$ cat config.mk
export PLATFORM = sky130hd
export DESIGN_NAME = base64_stream_codec
export DESIGN_NICKNAME = d
export VERILOG_FILES = /design/src/hw/rtl/bbsc_pkg.sv /design/src/hw/rtl/base64_stream_codec.sv /design/src/hw/rtl/bbsc_front.sv /design/src/hw/rtl/bbsc_queue.sv /design/src/hw/rtl/bbsc_back.sv
export VERILOG_INCLUDE_DIRS = /design/src /design/src/hw/rtl
export SDC_FILE = /design/constraint.sdc
export NUM_CORES = 1
export LEC_CHECK = 0
export BUFFER_PORTS_ARGS = -buffer_cell sky130_fd_sc_hd__buf_2
export CORE_ASPECT_RATIO = 1.75
export CORE_MARGIN = 2
export CORE_UTILIZATION = 28
export CTS_BUF_LIST = sky130_fd_sc_hd__clkbuf_8
export CTS_CLUSTER_DIAMETER = 120
export DETAILED_ROUTE_END_ITERATION = 12
export PLACE_DENSITY = 0.47
export SYNTH_ARGS = -nofsm -noshare
export SYNTH_HDL_FRONTEND = slang
export SYNTH_SLANG_ARGS = --single-unit
$ cat constraint.sdc
create_clock -name clk -period 4 [get_ports clk]
set_input_delay 0.8 -clock clk [delete_from_list [all_inputs] [get_ports clk]]
set_output_delay 0.8 -clock clk [all_outputs]
set_load 0.01 [all_outputs]
$ cat src/hw/rtl/base64_stream_codec_assert.svh
// Assertion macros for the codec RTL.
`ifndef BASE64_STREAM_CODEC_ASSERT_SVH
`define BASE64_STREAM_CODEC_ASSERT_SVH

`ifndef SYNTHESIS
`define CODEC_ASSERT_IMPLY(label, clk, rst_n, ante, cons) \
	label: assert property (@(posedge clk) disable iff (!rst_n) (ante) |-> (cons)) \
		else $error("codec assertion failed");
`define CODEC_ASSERT_NEXT(label, clk, rst_n, ante, cons) \
	label: assert property (@(posedge clk) disable iff (!rst_n) (ante) |=> (cons)) \
		else $error("codec assertion failed");
`else
`define CODEC_ASSERT_IMPLY(label, clk, rst_n, ante, cons)
`define CODEC_ASSERT_NEXT(label, clk, rst_n, ante, cons)
`endif

`endif

$ cat src/hw/rtl/bbsc_pkg.sv
package bbsc_pkg;

	localparam int QUEUE_DEPTH_DEF = 2;

	localparam logic MODE_ENCODE = 1'b0;
	localparam logic MODE_DECODE = 1'b1;

	localparam logic [7:0] PAD_CHAR = 8'h3D;

	typedef struct packed {
		logic [7:0] data;
		logic       has_data;
		logic       last;
	} result_t;

	typedef struct packed {
		logic [2:0]       count;
		result_t [3:0]    res;
	} cmd_t;

	typedef struct packed {
		logic full;
		logic empty;
	} q_status_t;

	function automatic logic [7:0] enc_char(input logic [5:0] six);
		logic [7:0] s;
		s = {2'b00, six};
		if (six < 6'd26)
			return 8'(8'h41 + s);
		else if (six < 6'd52)
			return 8'(8'h61 + s - 8'd26);
		else if (six < 6'd62)
			return 8'(8'h30 + s - 8'd52);
		else if (six == 6'd62)
			return 8'h2B;
		else
			return 8'h2F;
	endfunction

	function automatic logic [5:0] char_value(input logic [7:0] c);
		if (c >= 8'h41 && c <= 8'h5A)
			return 6'(c - 8'h41);
		else if (c >= 8'h61 && c <= 8'h7A)
			return 6'(c - 8'h61 + 8'd26);
		else if (c >= 8'h30 && c <= 8'h39)
			return 6'(c - 8'h30 + 8'd52);
		else if (c == 8'h2B)
			return 6'd62;
		else if (c == 8'h2F)
			return 6'd63;
		else
			return 6'd0;
	endfunction

endpackage

$ cat src/hw/rtl/base64_stream_codec.sv
// Streaming Base64 codec (standard alphabet). cfg_data selects the mode: 0 encodes raw
// bytes into characters, 1 decodes characters into bytes; a write clears the grouping.
// An input beat is accepted whenever the command queue (QUEUE_DEPTH entries)
// has room; each beat yields up to four results, which leave one per cycle through the
// output register while m_tready is high. Encoding settles at four characters per
// three bytes, its rate set by the one-result-per-cycle output stage. m_tuser low
// marks a bare end-of-message beat.
module base64_stream_codec import bbsc_pkg::*; #(
	parameter int QUEUE_DEPTH = QUEUE_DEPTH_DEF
) (
	input  logic       clk,
	input  logic       arst_n,
	input  logic       cfg_valid,
	output logic       cfg_ready,
	input  logic       cfg_data,   // mode
	input  logic       s_tvalid,
	output logic       s_tready,
	input  logic [7:0] s_tdata,    // [7:0] data_in
	input  logic       s_tlast,
	output logic       m_tvalid,
	input  logic       m_tready,
	output logic [7:0] m_tdata,    // [7:0] data_out
	output logic       m_tlast,
	output logic       m_tuser     // [0] has_data
);

`include "base64_stream_codec_assert.svh"

	logic      push;
	logic      pop;
	cmd_t      push_cmd;
	cmd_t      head;
	q_status_t q_stat;

	assign cfg_ready = 1'b1;

	bbsc_front u_front (
		.clk      (clk),
		.arst_n   (arst_n),
		.cfg_valid(cfg_valid),
		.cfg_data (cfg_data),
		.s_tvalid (s_tvalid),
		.s_tdata  (s_tdata),
		.s_tlast  (s_tlast),
		.s_tready (s_tready),
		.q_stat   (q_stat),
		.push     (push),
		.push_cmd (push_cmd)
	);

	bbsc_queue #(
		.DEPTH(QUEUE_DEPTH)
	) u_queue (
		.clk     (clk),
		.arst_n  (arst_n),
		.push    (push),
		.push_cmd(push_cmd),
		.pop     (pop),
		.head    (head),
		.q_stat  (q_stat)
	);

	bbsc_back u_back (
		.clk     (clk),
		.arst_n  (arst_n),
		.head    (head),
		.q_stat  (q_stat),
		.pop     (pop),
		.m_tvalid(m_tvalid),
		.m_tready(m_tready),
		.m_tdata (m_tdata),
		.m_tlast (m_tlast),
		.m_tuser (m_tuser)
	);

	`CODEC_ASSERT_IMPLY(a_full_blocks_input, clk, arst_n, q_stat.full, !s_tready && !push)
	`CODEC_ASSERT_IMPLY(a_pop_needs_slot, clk, arst_n, pop, !q_stat.empty && (!m_tvalid || m_tready))
	`CODEC_ASSERT_IMPLY(a_bare_is_last, clk, arst_n, m_tvalid && !m_tuser, m_tlast)
	`CODEC_ASSERT_NEXT(a_load_shows_valid, clk, arst_n, !q_stat.empty && m_tready, m_tvalid)

endmodule

$ cat src/hw/rtl/bbsc_front.sv
module bbsc_front import bbsc_pkg::*; (
	input  logic       clk,
	input  logic       arst_n,
	input  logic       cfg_valid,
	input  logic       cfg_data,
	input  logic       s_tvalid,
	input  logic [7:0] s_tdata,
	input  logic       s_tlast,
	output logic       s_tready,
	input  q_status_t  q_stat,
	output logic       push,
	output cmd_t       push_cmd
);

	logic       mode_q;
	logic [1:0] gp_q;
	logic [5:0] left_q;
	logic [1:0] gp_nx;
	logic [5:0] left_nx;
	logic       accept;

	assign s_tready = !q_stat.full;
	assign accept   = s_tvalid && s_tready;
	assign push     = accept && (push_cmd.count != 3'd0);

	always_comb begin
		logic [5:0] v;
		logic       pad;
		logic [7:0] byte_v;
		logic       have;
		logic [2:0] n;
		byte_v   = 8'h00;
		have     = 1'b0;
		n        = 3'd0;
		v        = char_value(s_tdata);
		pad      = (s_tdata == PAD_CHAR);
		gp_nx    = gp_q;
		left_nx  = left_q;
		push_cmd = '0;
		if (mode_q == MODE_ENCODE) begin
			case (gp_q)
				2'd1: begin
					push_cmd.res[0].data = enc_char({left_q[1:0], s_tdata[7:4]});
					push_cmd.res[0].has_data = 1'b1;
					left_nx = {2'b00, s_tdata[3:0]};
					gp_nx = 2'd2;
					n = 3'd1;
					if (s_tlast) begin
						push_cmd.res[1].data = enc_char({s_tdata[3:0], 2'b00});
						push_cmd.res[1].has_data = 1'b1;
						push_cmd.res[2].data = PAD_CHAR;
						push_cmd.res[2].has_data = 1'b1;
						n = 3'd3;
					end
				end
				2'd2: begin
					push_cmd.res[0].data = enc_char({left_q[3:0], s_tdata[7:6]});
					push_cmd.res[0].has_data = 1'b1;
					push_cmd.res[1].data = enc_char(s_tdata[5:0]);
					push_cmd.res[1].has_data = 1'b1;
					left_nx = 6'd0;
					gp_nx = 2'd0;
					n = 3'd2;
				end
				default: begin
					push_cmd.res[0].data = enc_char(s_tdata[7:2]);
					push_cmd.res[0].has_data = 1'b1;
					left_nx = {4'b0000, s_tdata[1:0]};
					gp_nx = 2'd1;
					n = 3'd1;
					if (s_tlast) begin
						push_cmd.res[1].data = enc_char({s_tdata[1:0], 4'b0000});
						push_cmd.res[1].has_data = 1'b1;
						push_cmd.res[2].data = PAD_CHAR;
						push_cmd.res[2].has_data = 1'b1;
						push_cmd.res[3].data = PAD_CHAR;
						push_cmd.res[3].has_data = 1'b1;
						n = 3'd4;
					end
				end
			endcase
		end else begin
			case (gp_q)
				2'd0: begin
					left_nx = v;
					gp_nx = 2'd1;
				end
				2'd1: begin
					byte_v = {left_q, v[5:4]};
					left_nx = {2'b00, v[3:0]};
					gp_nx = 2'd2;
					have = 1'b1;
				end
				2'd2: begin
					byte_v = {left_q[3:0], v[5:2]};
					left_nx = {4'b0000, v[1:0]};
					gp_nx = 2'd3;
					have = 1'b1;
				end
				default: begin
					byte_v = {left_q[1:0], v};
					left_nx = 6'd0;
					gp_nx = 2'd0;
					have = 1'b1;
				end
			endcase
			if (have && !pad) begin
				push_cmd.res[0].data = byte_v;
				push_cmd.res[0].has_data = 1'b1;
				n = 3'd1;
			end else if (s_tlast) begin
				n = 3'd1;
			end
		end
		push_cmd.count = n;
		for (int i = 0; i < 4; i++)
			push_cmd.res[i].last = s_tlast && (3'(i) == 3'(n - 3'd1));
		if (s_tlast) begin
			gp_nx = 2'd0;
			left_nx = 6'd0;
		end
	end

	always_ff @(posedge clk or negedge arst_n) begin
		if (!arst_n) begin
			mode_q <= MODE_ENCODE;
			gp_q   <= 2'd0;
			left_q <= 6'd0;
		end else if (cfg_valid) begin
			mode_q <= cfg_data;
			gp_q   <= 2'd0;
			left_q <= 6'd0;
		end else if (accept) begin
			gp_q   <= gp_nx;
			left_q <= left_nx;
		end
	end

endmodule

$ cat src/hw/rtl/bbsc_queue.sv
module bbsc_queue import bbsc_pkg::*; #(
	parameter int DEPTH = QUEUE_DEPTH_DEF
) (
	input  logic      clk,
	input  logic      arst_n,
	input  logic      push,
	input  cmd_t      push_cmd,
	input  logic      pop,
	output cmd_t      head,
	output q_status_t q_stat
);

	localparam int PTR_W = (DEPTH > 1) ? $clog2(DEPTH) : 1;
	localparam int CNT_W = $clog2(DEPTH + 1);

	cmd_t             mem_q [DEPTH];
	logic [PTR_W-1:0] wr_q;
	logic [PTR_W-1:0] rd_q;
	logic [CNT_W-1:0] cnt_q;

	assign head         = mem_q[rd_q];
	assign q_stat.full  = (cnt_q == CNT_W'(DEPTH));
	assign q_stat.empty = (cnt_q == '0);

	always_ff @(posedge clk) begin
		if (push)
			mem_q[wr_q] <= push_cmd;
	end

	always_ff @(posedge clk or negedge arst_n) begin
		if (!arst_n) begin
			wr_q  <= '0;
			rd_q  <= '0;
			cnt_q <= '0;
		end else begin
			if (push)
				wr_q <= (wr_q == PTR_W'(DEPTH - 1)) ? '0 : PTR_W'(wr_q + 1'b1);
			if (pop)
				rd_q <= (rd_q == PTR_W'(DEPTH - 1)) ? '0 : PTR_W'(rd_q + 1'b1);
			if (push && !pop)
				cnt_q <= CNT_W'(cnt_q + 1'b1);
			else if (pop && !push)
				cnt_q <= CNT_W'(cnt_q - 1'b1);
		end
	end

endmodule

$ cat src/hw/rtl/bbsc_back.sv
module bbsc_back import bbsc_pkg::*; (
	input  logic       clk,
	input  logic       arst_n,
	input  cmd_t       head,
	input  q_status_t  q_stat,
	output logic       pop,
	output logic       m_tvalid,
	input  logic       m_tready,
	output logic [7:0] m_tdata,
	output logic       m_tlast,
	output logic       m_tuser
);

	logic       m_tvalid_q;
	logic [7:0] m_tdata_q;
	logic       m_tlast_q;
	logic       m_tuser_q;
	logic [1:0] idx_q;
	logic       load;
	logic       at_end;
	result_t    cur;

	assign cur      = head.res[idx_q];
	assign load     = !q_stat.empty && (!m_tvalid_q || m_tready);
	assign at_end   = ({1'b0, idx_q} == 3'(head.count - 3'd1));
	assign pop      = load && at_end;
	assign m_tvalid = m_tvalid_q;
	assign m_tdata  = m_tdata_q;
	assign m_tlast  = m_tlast_q;
	assign m_tuser  = m_tuser_q;

	always_ff @(posedge clk or negedge arst_n) begin
		if (!arst_n) begin
			m_tvalid_q <= 1'b0;
			idx_q      <= 2'd0;
		end else if (load) begin
			m_tvalid_q <= 1'b1;
			idx_q      <= at_end ? 2'd0 : 2'(idx_q + 2'd1);
		end else if (m_tready) begin
			m_tvalid_q <= 1'b0;
		end
	end

	always_ff @(posedge clk) begin
		if (load) begin
			m_tdata_q <= cur.data;
			m_tlast_q <= cur.last;
			m_tuser_q <= cur.has_data;
		end
	end

endmodule
# After elaboration in Yosys (flattened, before gate mapping)
# Memories as Yosys holds them, arrays and structs flattened.
# Cells that the tools add are included.
dict set report totals {
  ram_bits 86
  latchBits 0
  romBits 0
  in_bits 15
  reg_bits 26
  n_memories 1
}
dict set report op_classes {
  div_mod_pow 0
  shifts 0
  n_mul 0
  muxes 71
  n_eq_ne 14
  order_cmp 25
  n_addsub 42
  n_reduce_logical 29
  bitwise_logic 0
}
# name words word_bits rd rd_ports_with_merged_regs wr line_no
set mem_list {}
lappend mem_list {u_queue.mem_q 2 43 1 0 1 bbsc_queue.sv:16} ;# cmd_t mem_q [DEPTH];
# operator n
set ops {}
lappend ops {{$mux 8} 18}
lappend ops {{$add 7x6->8 const A} 12}
lappend ops {{$mux 9} 9}
lappend ops {{$lt 6x6->1 const B} 12}
lappend ops {{$mux 6} 9}
lappend ops {{$sub 8x5->8 const B} 6}
lappend ops {{$sub 8x6->8 const B} 6}
lappend ops {{$add 6x6->7 const A} 6}
lappend ops {{$lt 6x5->1 const B} 6}
lappend ops {{$pmux 9 s2} 2}
lappend ops {{$eq 6x6->1 const B} 4}
lappend ops {{$eq 8x6->1 const B} 3}
lappend ops {{$pmux 8 s3} 1}
lappend ops {{$mux 3} 7}
lappend ops {{$bmux 10 s2} 1}
lappend ops {{$pmux 6 s3} 1}
lappend ops {{$ge 8x7->1 const B} 2}
lappend ops {{$le 8x7->1 const B} 2}
lappend ops {{$mux 2} 8}
lappend ops {{$logic_and 1x1->1} 14}
lappend ops {{$sub 6x6->6 const B} 2}
lappend ops {{$mux 10} 1}
lappend ops {{$mux 1} 9}
lappend ops {{$ge 8x6->1 const B} 1}
lappend ops {{other kinds (26)} 39}

# Depth between registers and ports, before layout
dict set report logic_depth {
  ltp_word 12
  mapped_depth 14
  depth_no_buf 13
}

# Modules after synthesis
# From an unflattened synthesis, not the netlist that was laid out.
dict set report unflattened {
  hier_cells 715
  area_unflattened_um2 7747.4
}
# mod n_inst cells_each area_per_inst_um2
set by_module_without_submodules {}
lappend by_module_without_submodules {bbsc_queue 1 150 3490.8}
lappend by_module_without_submodules {bbsc_front 1 520 3472.1}
lappend by_module_without_submodules {bbsc_back 1 43 773.2}
lappend by_module_without_submodules {base64_stream_codec 1 2 11.3}

# Least setup slack after synthesis
# OpenSTA, ideal clock, no wires.
dict set report synth_path {
  path_type {in2reg}
  startpoint {input s_tdata[7]}
  endpoint {memory u_queue.mem_q[0][0] (netlist name) (enable)}
  cell_stages 9
  setup_ps 442
  arrival_time_ps 4259
  required_time_ps 3558
  slack_ps -701
  cell_sequence {clkbuf_1 -> inv_1 -> ha_1 -> a41oi_1 -> o21ai_0 -> o21ai_0 -> nor2_1 -> ha_1 -> nor3_1}
}
# element line_no
set synth_rtl {}
lappend synth_rtl {{start: declaration} base64_stream_codec.sv:18} ;# input logic [7:0] s_tdata,
lappend synth_rtl {{end: declaration} bbsc_queue.sv:16}

==> out/results.tsv <==
stage	metric	value	unit
outcome	status	finished, final reports clean	
timing	final hold violation count	0	
synthesis	ys async rst share	20.5	%
run	max-cap check violation count	0	
synthesis	syn avg cell area	9.32	um^2
final_layout	Final #Nets	745	
hold_path	hold crit path type	primary input to asynchronous set/reset pin	
place	DP Wirelength	16200	um
synthesis	post-synth top area share	30.5	%
routing	Avg Vias per Cell	5.52	
synthesis	predominant post-synthesis flop cell	edfxtp_1	
final_layout	fin util	32.7	%
final_layout	register area	0.00226	mm^2
global_route	first-pass GRT wire length	31600	um
synthesis	Area contributors post-synth	edfxtp_1 (31%), ha_1 (7.4%), dfrtp_1 (6.6%), mux4_2 (4.1%), o21ai_0 (4.0%)	
critical_path	worst setup path endpoint	u_queue.mem_q[1][7]	
die	IO Count	28	
synthesis	sequential fraction of the synthesis area	37.1	%
place	GP Congestion	0.913	
clock_tree	Max H-tree Level	3	
routing	Vias	5467	
timing	Final Cycle Share	89.0	%
final_layout	layout cells sized above 1	16.3	%
clock_tree	Post-CTS Setup Inserts	0	
clock_tree	clk_lat worst skew	0.35	ns
pwr	sw frac	34.5	%
clock_tree	TritonCTS Buffers	9	
timing	RSZ-0062 raised after global routing	false	
critical_path	R2R setup slack	0.73	ns
die	Core Region	0.0214	mm^2
pwr	Int Power	0.00194	W
clock_tree	CTS resizes	0	
final_layout	antenna cells	0	
global_route	met1 Use GR	17.3	%
clock_tree	hold-fix buffer count after cts	0	
pwr	sequential power share	42.1	%
global_route	Tot GR Track Use	18.0	%
timing	f_max	0.281	GHz
pwr	Peak supply drop	0.191	mV
timing	Relative slew margins	44.7	%
timing	clock period minus worst slack	3.56	ns
global_route	busiest grt layer	met2	
timing	clk_skew	0.0123	ns
critical_path	Reg-to-Reg Start	u_front.left_q[1]	
die	die height	199	um
die	Die X	116	um
critical_path	R2R depth	8	
global_route	initial antenna violation count	0	
critical_path	Worst Setup SP	s_tdata[1]	
clock_tree	Longest Clk Path Bufs	2	
routing	total wire length	20400	um
clock_tree	TritonCTS clock tree	done	
die	Starting Density	28.5	%
die	Rows	71	
synthesis	Synth area leader	edfxtp_1	
pwr	combinational power share	36.4	%
routing	initial DRC count	433	
synthesis	Cells after Synth	654	
global_route	Overflow after GRT	0	
synthesis	Mapped Nets	705	
synthesis	Synth Register Bits	78	
die	die area	0.0230	mm^2
critical_path	CP startpoint kind	primary input	
critical_path	data arrival time of the critical path	3.64	ns
timing	measured slew at the worst slew-check pin	0.830	ns
global_route	grt met3 use	1.33	%
routing	Post-DRT Antenna Nets	0	
pwr	clock share of power	21.5	%
global_route	met2 global-route usage	35.4	%
critical_path	WS Path Type	primary input to register	
clock_tree	Clock Sink Count	78	
critical_path	Crit. End Element	register	
place	PortBufs	26	
pwr	power density cells	422	mW/mm^2
critical_path	worst path required time	4.08	ns
critical_path	Reg-to-Reg End	u_queue.mem_q[1][5]	
critical_path	CP Max Fanout	8	
timing	count of final max-slew check failures	0	
pwr	Leak Pwr	2.61	nW
final_layout	area of the multi-input gates	0.00349	mm^2
synthesis	Post-Syn Area	0.00610	mm^2
final_layout	Fill cells	2243	
synthesis	Yosys cell types	70	
timing	Final setup viols	0	
timing	Final TNS setup	0	ns
synthesis	Ys Warns	0	
global_route	largest net degree at the start of global routing	27	
synthesis	Post-synth EDFFs	62	
routing	wire per inst	20.6	um
pwr	switching power total	0.00102	W
global_route	vias in the first global route	5602	
clock_tree	Root Driver	clkbuf_8	
clock_tree	CTS clk-pin slew, worst paths	0.08	ns
routing	drt drc	0	
final_layout	layout overhead on the synthesized area	14.8	%
routing	First-pass DRT Iterations	6	
[flip-flops by register name, indices dropped and copies added, names as in the netlist]
name / count
u_queue.rd_q: 1
u_back.m_tdata: 8
u_queue.wr_q: 1
u_queue.mem_q: 52
u_queue.cnt_q: 2
u_front.left_q: 6
u_back.m_tvalid: 1
u_front.mode_q: 1
u_back.idx_q: 2
u_back.m_tuser: 1
u_front.gp_q: 2
u_back.m_tlast: 1
[power groups by stage]
stage | sequential [W] | clock (W) | combinational, W
detailed placement | 0.00127 | 0 | 0.00109
global placement | 0.00126 | 0 | 0.00108
floorplan | 0.00122 | 0 | 0.000733
CTS | 0.00125 | 0.000654 | 0.00109
global route | 0.00127 | 0.000688 | 0.00118
finish | 0.00124 | 0.000636 | 0.00108
[cell usage in the layout, fill, tap and decap left out, drive strengths merged, types with 24 or more instances in the layout]
cell type,n
nor3,27
buf,74
nor2,42
o21ai,49
xnor2,24
inv,42
a21oi,38
edfxtp,62
ha,36
nand2,58
[cells in the mapped netlist, types with 3 or more instances]
cell       n
a211oi_1   7
a21o_1     5
a21oi_1   38
a221o_1    6
a221oi_1   9
a22oi_1   10
a31oi_1   12
a41oi_1    4
and2_1     9
and3_1     7
buf_1      4
buf_2      3
buf_4      3
clkbuf_1  32
dfrtp_1   16
edfxtp_1  62
ha_1      36
inv_1     39
mux2_2     3
mux2i_1    7
mux4_2    11
nand2_1   58
nand2b_1   7
nand3_1   19
nand4_1    4
nor2_1    42
nor2b_1   12
nor3_1    27
o211ai_1   7
o21ai_0   49
o221ai_1   4
o311ai_0   6
o31ai_1    6
o32ai_1    6
xnor2_1   24
xor2_1    12
[layer usage]
metal | wire length [um] | vias up
li1 | - | 2529
met1 | 7050 | 2643
met2 | 11400 | 214
met3 | 583 | 81
met4 | 1390 | 0
met5 | 0 | -
[per-stage QoR]
step | cell area, um^2 | power [W] | cells | hold slack (ns) | setup WS [ns]
CTS | 7000 | 0.00300 | 991 | 0.369 | 0.499
finish | 7000 | 0.00296 | 991 | 0.368 | 0.439
global route | 7000 | 0.00314 | 991 | 0.388 | 0.289
global placement | 6790 | 0.00234 | 975 | 0.484 | 0.174
detailed placement | 6790 | 0.00236 | 975 | 0.489 | 0.128
floorplan | 6100 | 0.00196 | 654 | 0.465 | 0.0781
[worst min-delay path by stage]
stage                            startpoint                end  slack (ns)  cells after the start
after floorplan            u_queue.cnt_q[1]   u_queue.cnt_q[1]        0.46                      1
after global placement     u_queue.cnt_q[1]   u_queue.cnt_q[1]        0.48                      1
after detailed placement  u_front.left_q[4]  u_front.left_q[4]        0.49                      1
after CTS                            arst_n    u_back.m_tvalid        0.37                      1
after global routing                 arst_n   u_queue.cnt_q[0]        0.39                      1
final                                arst_n   u_queue.cnt_q[0]        0.37                      1
[cell type report]
class | count | area share [%]
repair buffers | 74 | 7.36
flip-flops and latches | 78 | 32.3
clock inverters | 7 | 1.27
inverters | 40 | 2.14
multi-input cells | 491 | 49.9
clock buffers | 9 | 1.77
well taps | 292 | 5.22
[cells by family after synthesis]
family                   synth area share, %
AO/OA/AOI/OAI                           23.1
AND/OR/NAND/NOR                         15.7
buffers and inverters                   5.75
flip-flops                              37.1
adder cells (fa/ha/maj)                 7.39
XOR/XNOR                                5.17
multiplexers                            5.77
other                                 0.0615
[critical path, cell delays in order]
cell      delay, ns
buf_2          0.10
inv_1          0.22
ha_1           0.33
and2b_1        0.25
o221ai_4       0.23
and3_1         0.25
buf_4          0.17
nor3b_1        0.08
a221oi_2       0.55
o21ai_0        0.16
o211ai_1       0.47
(Power assumes the default switching activity.)
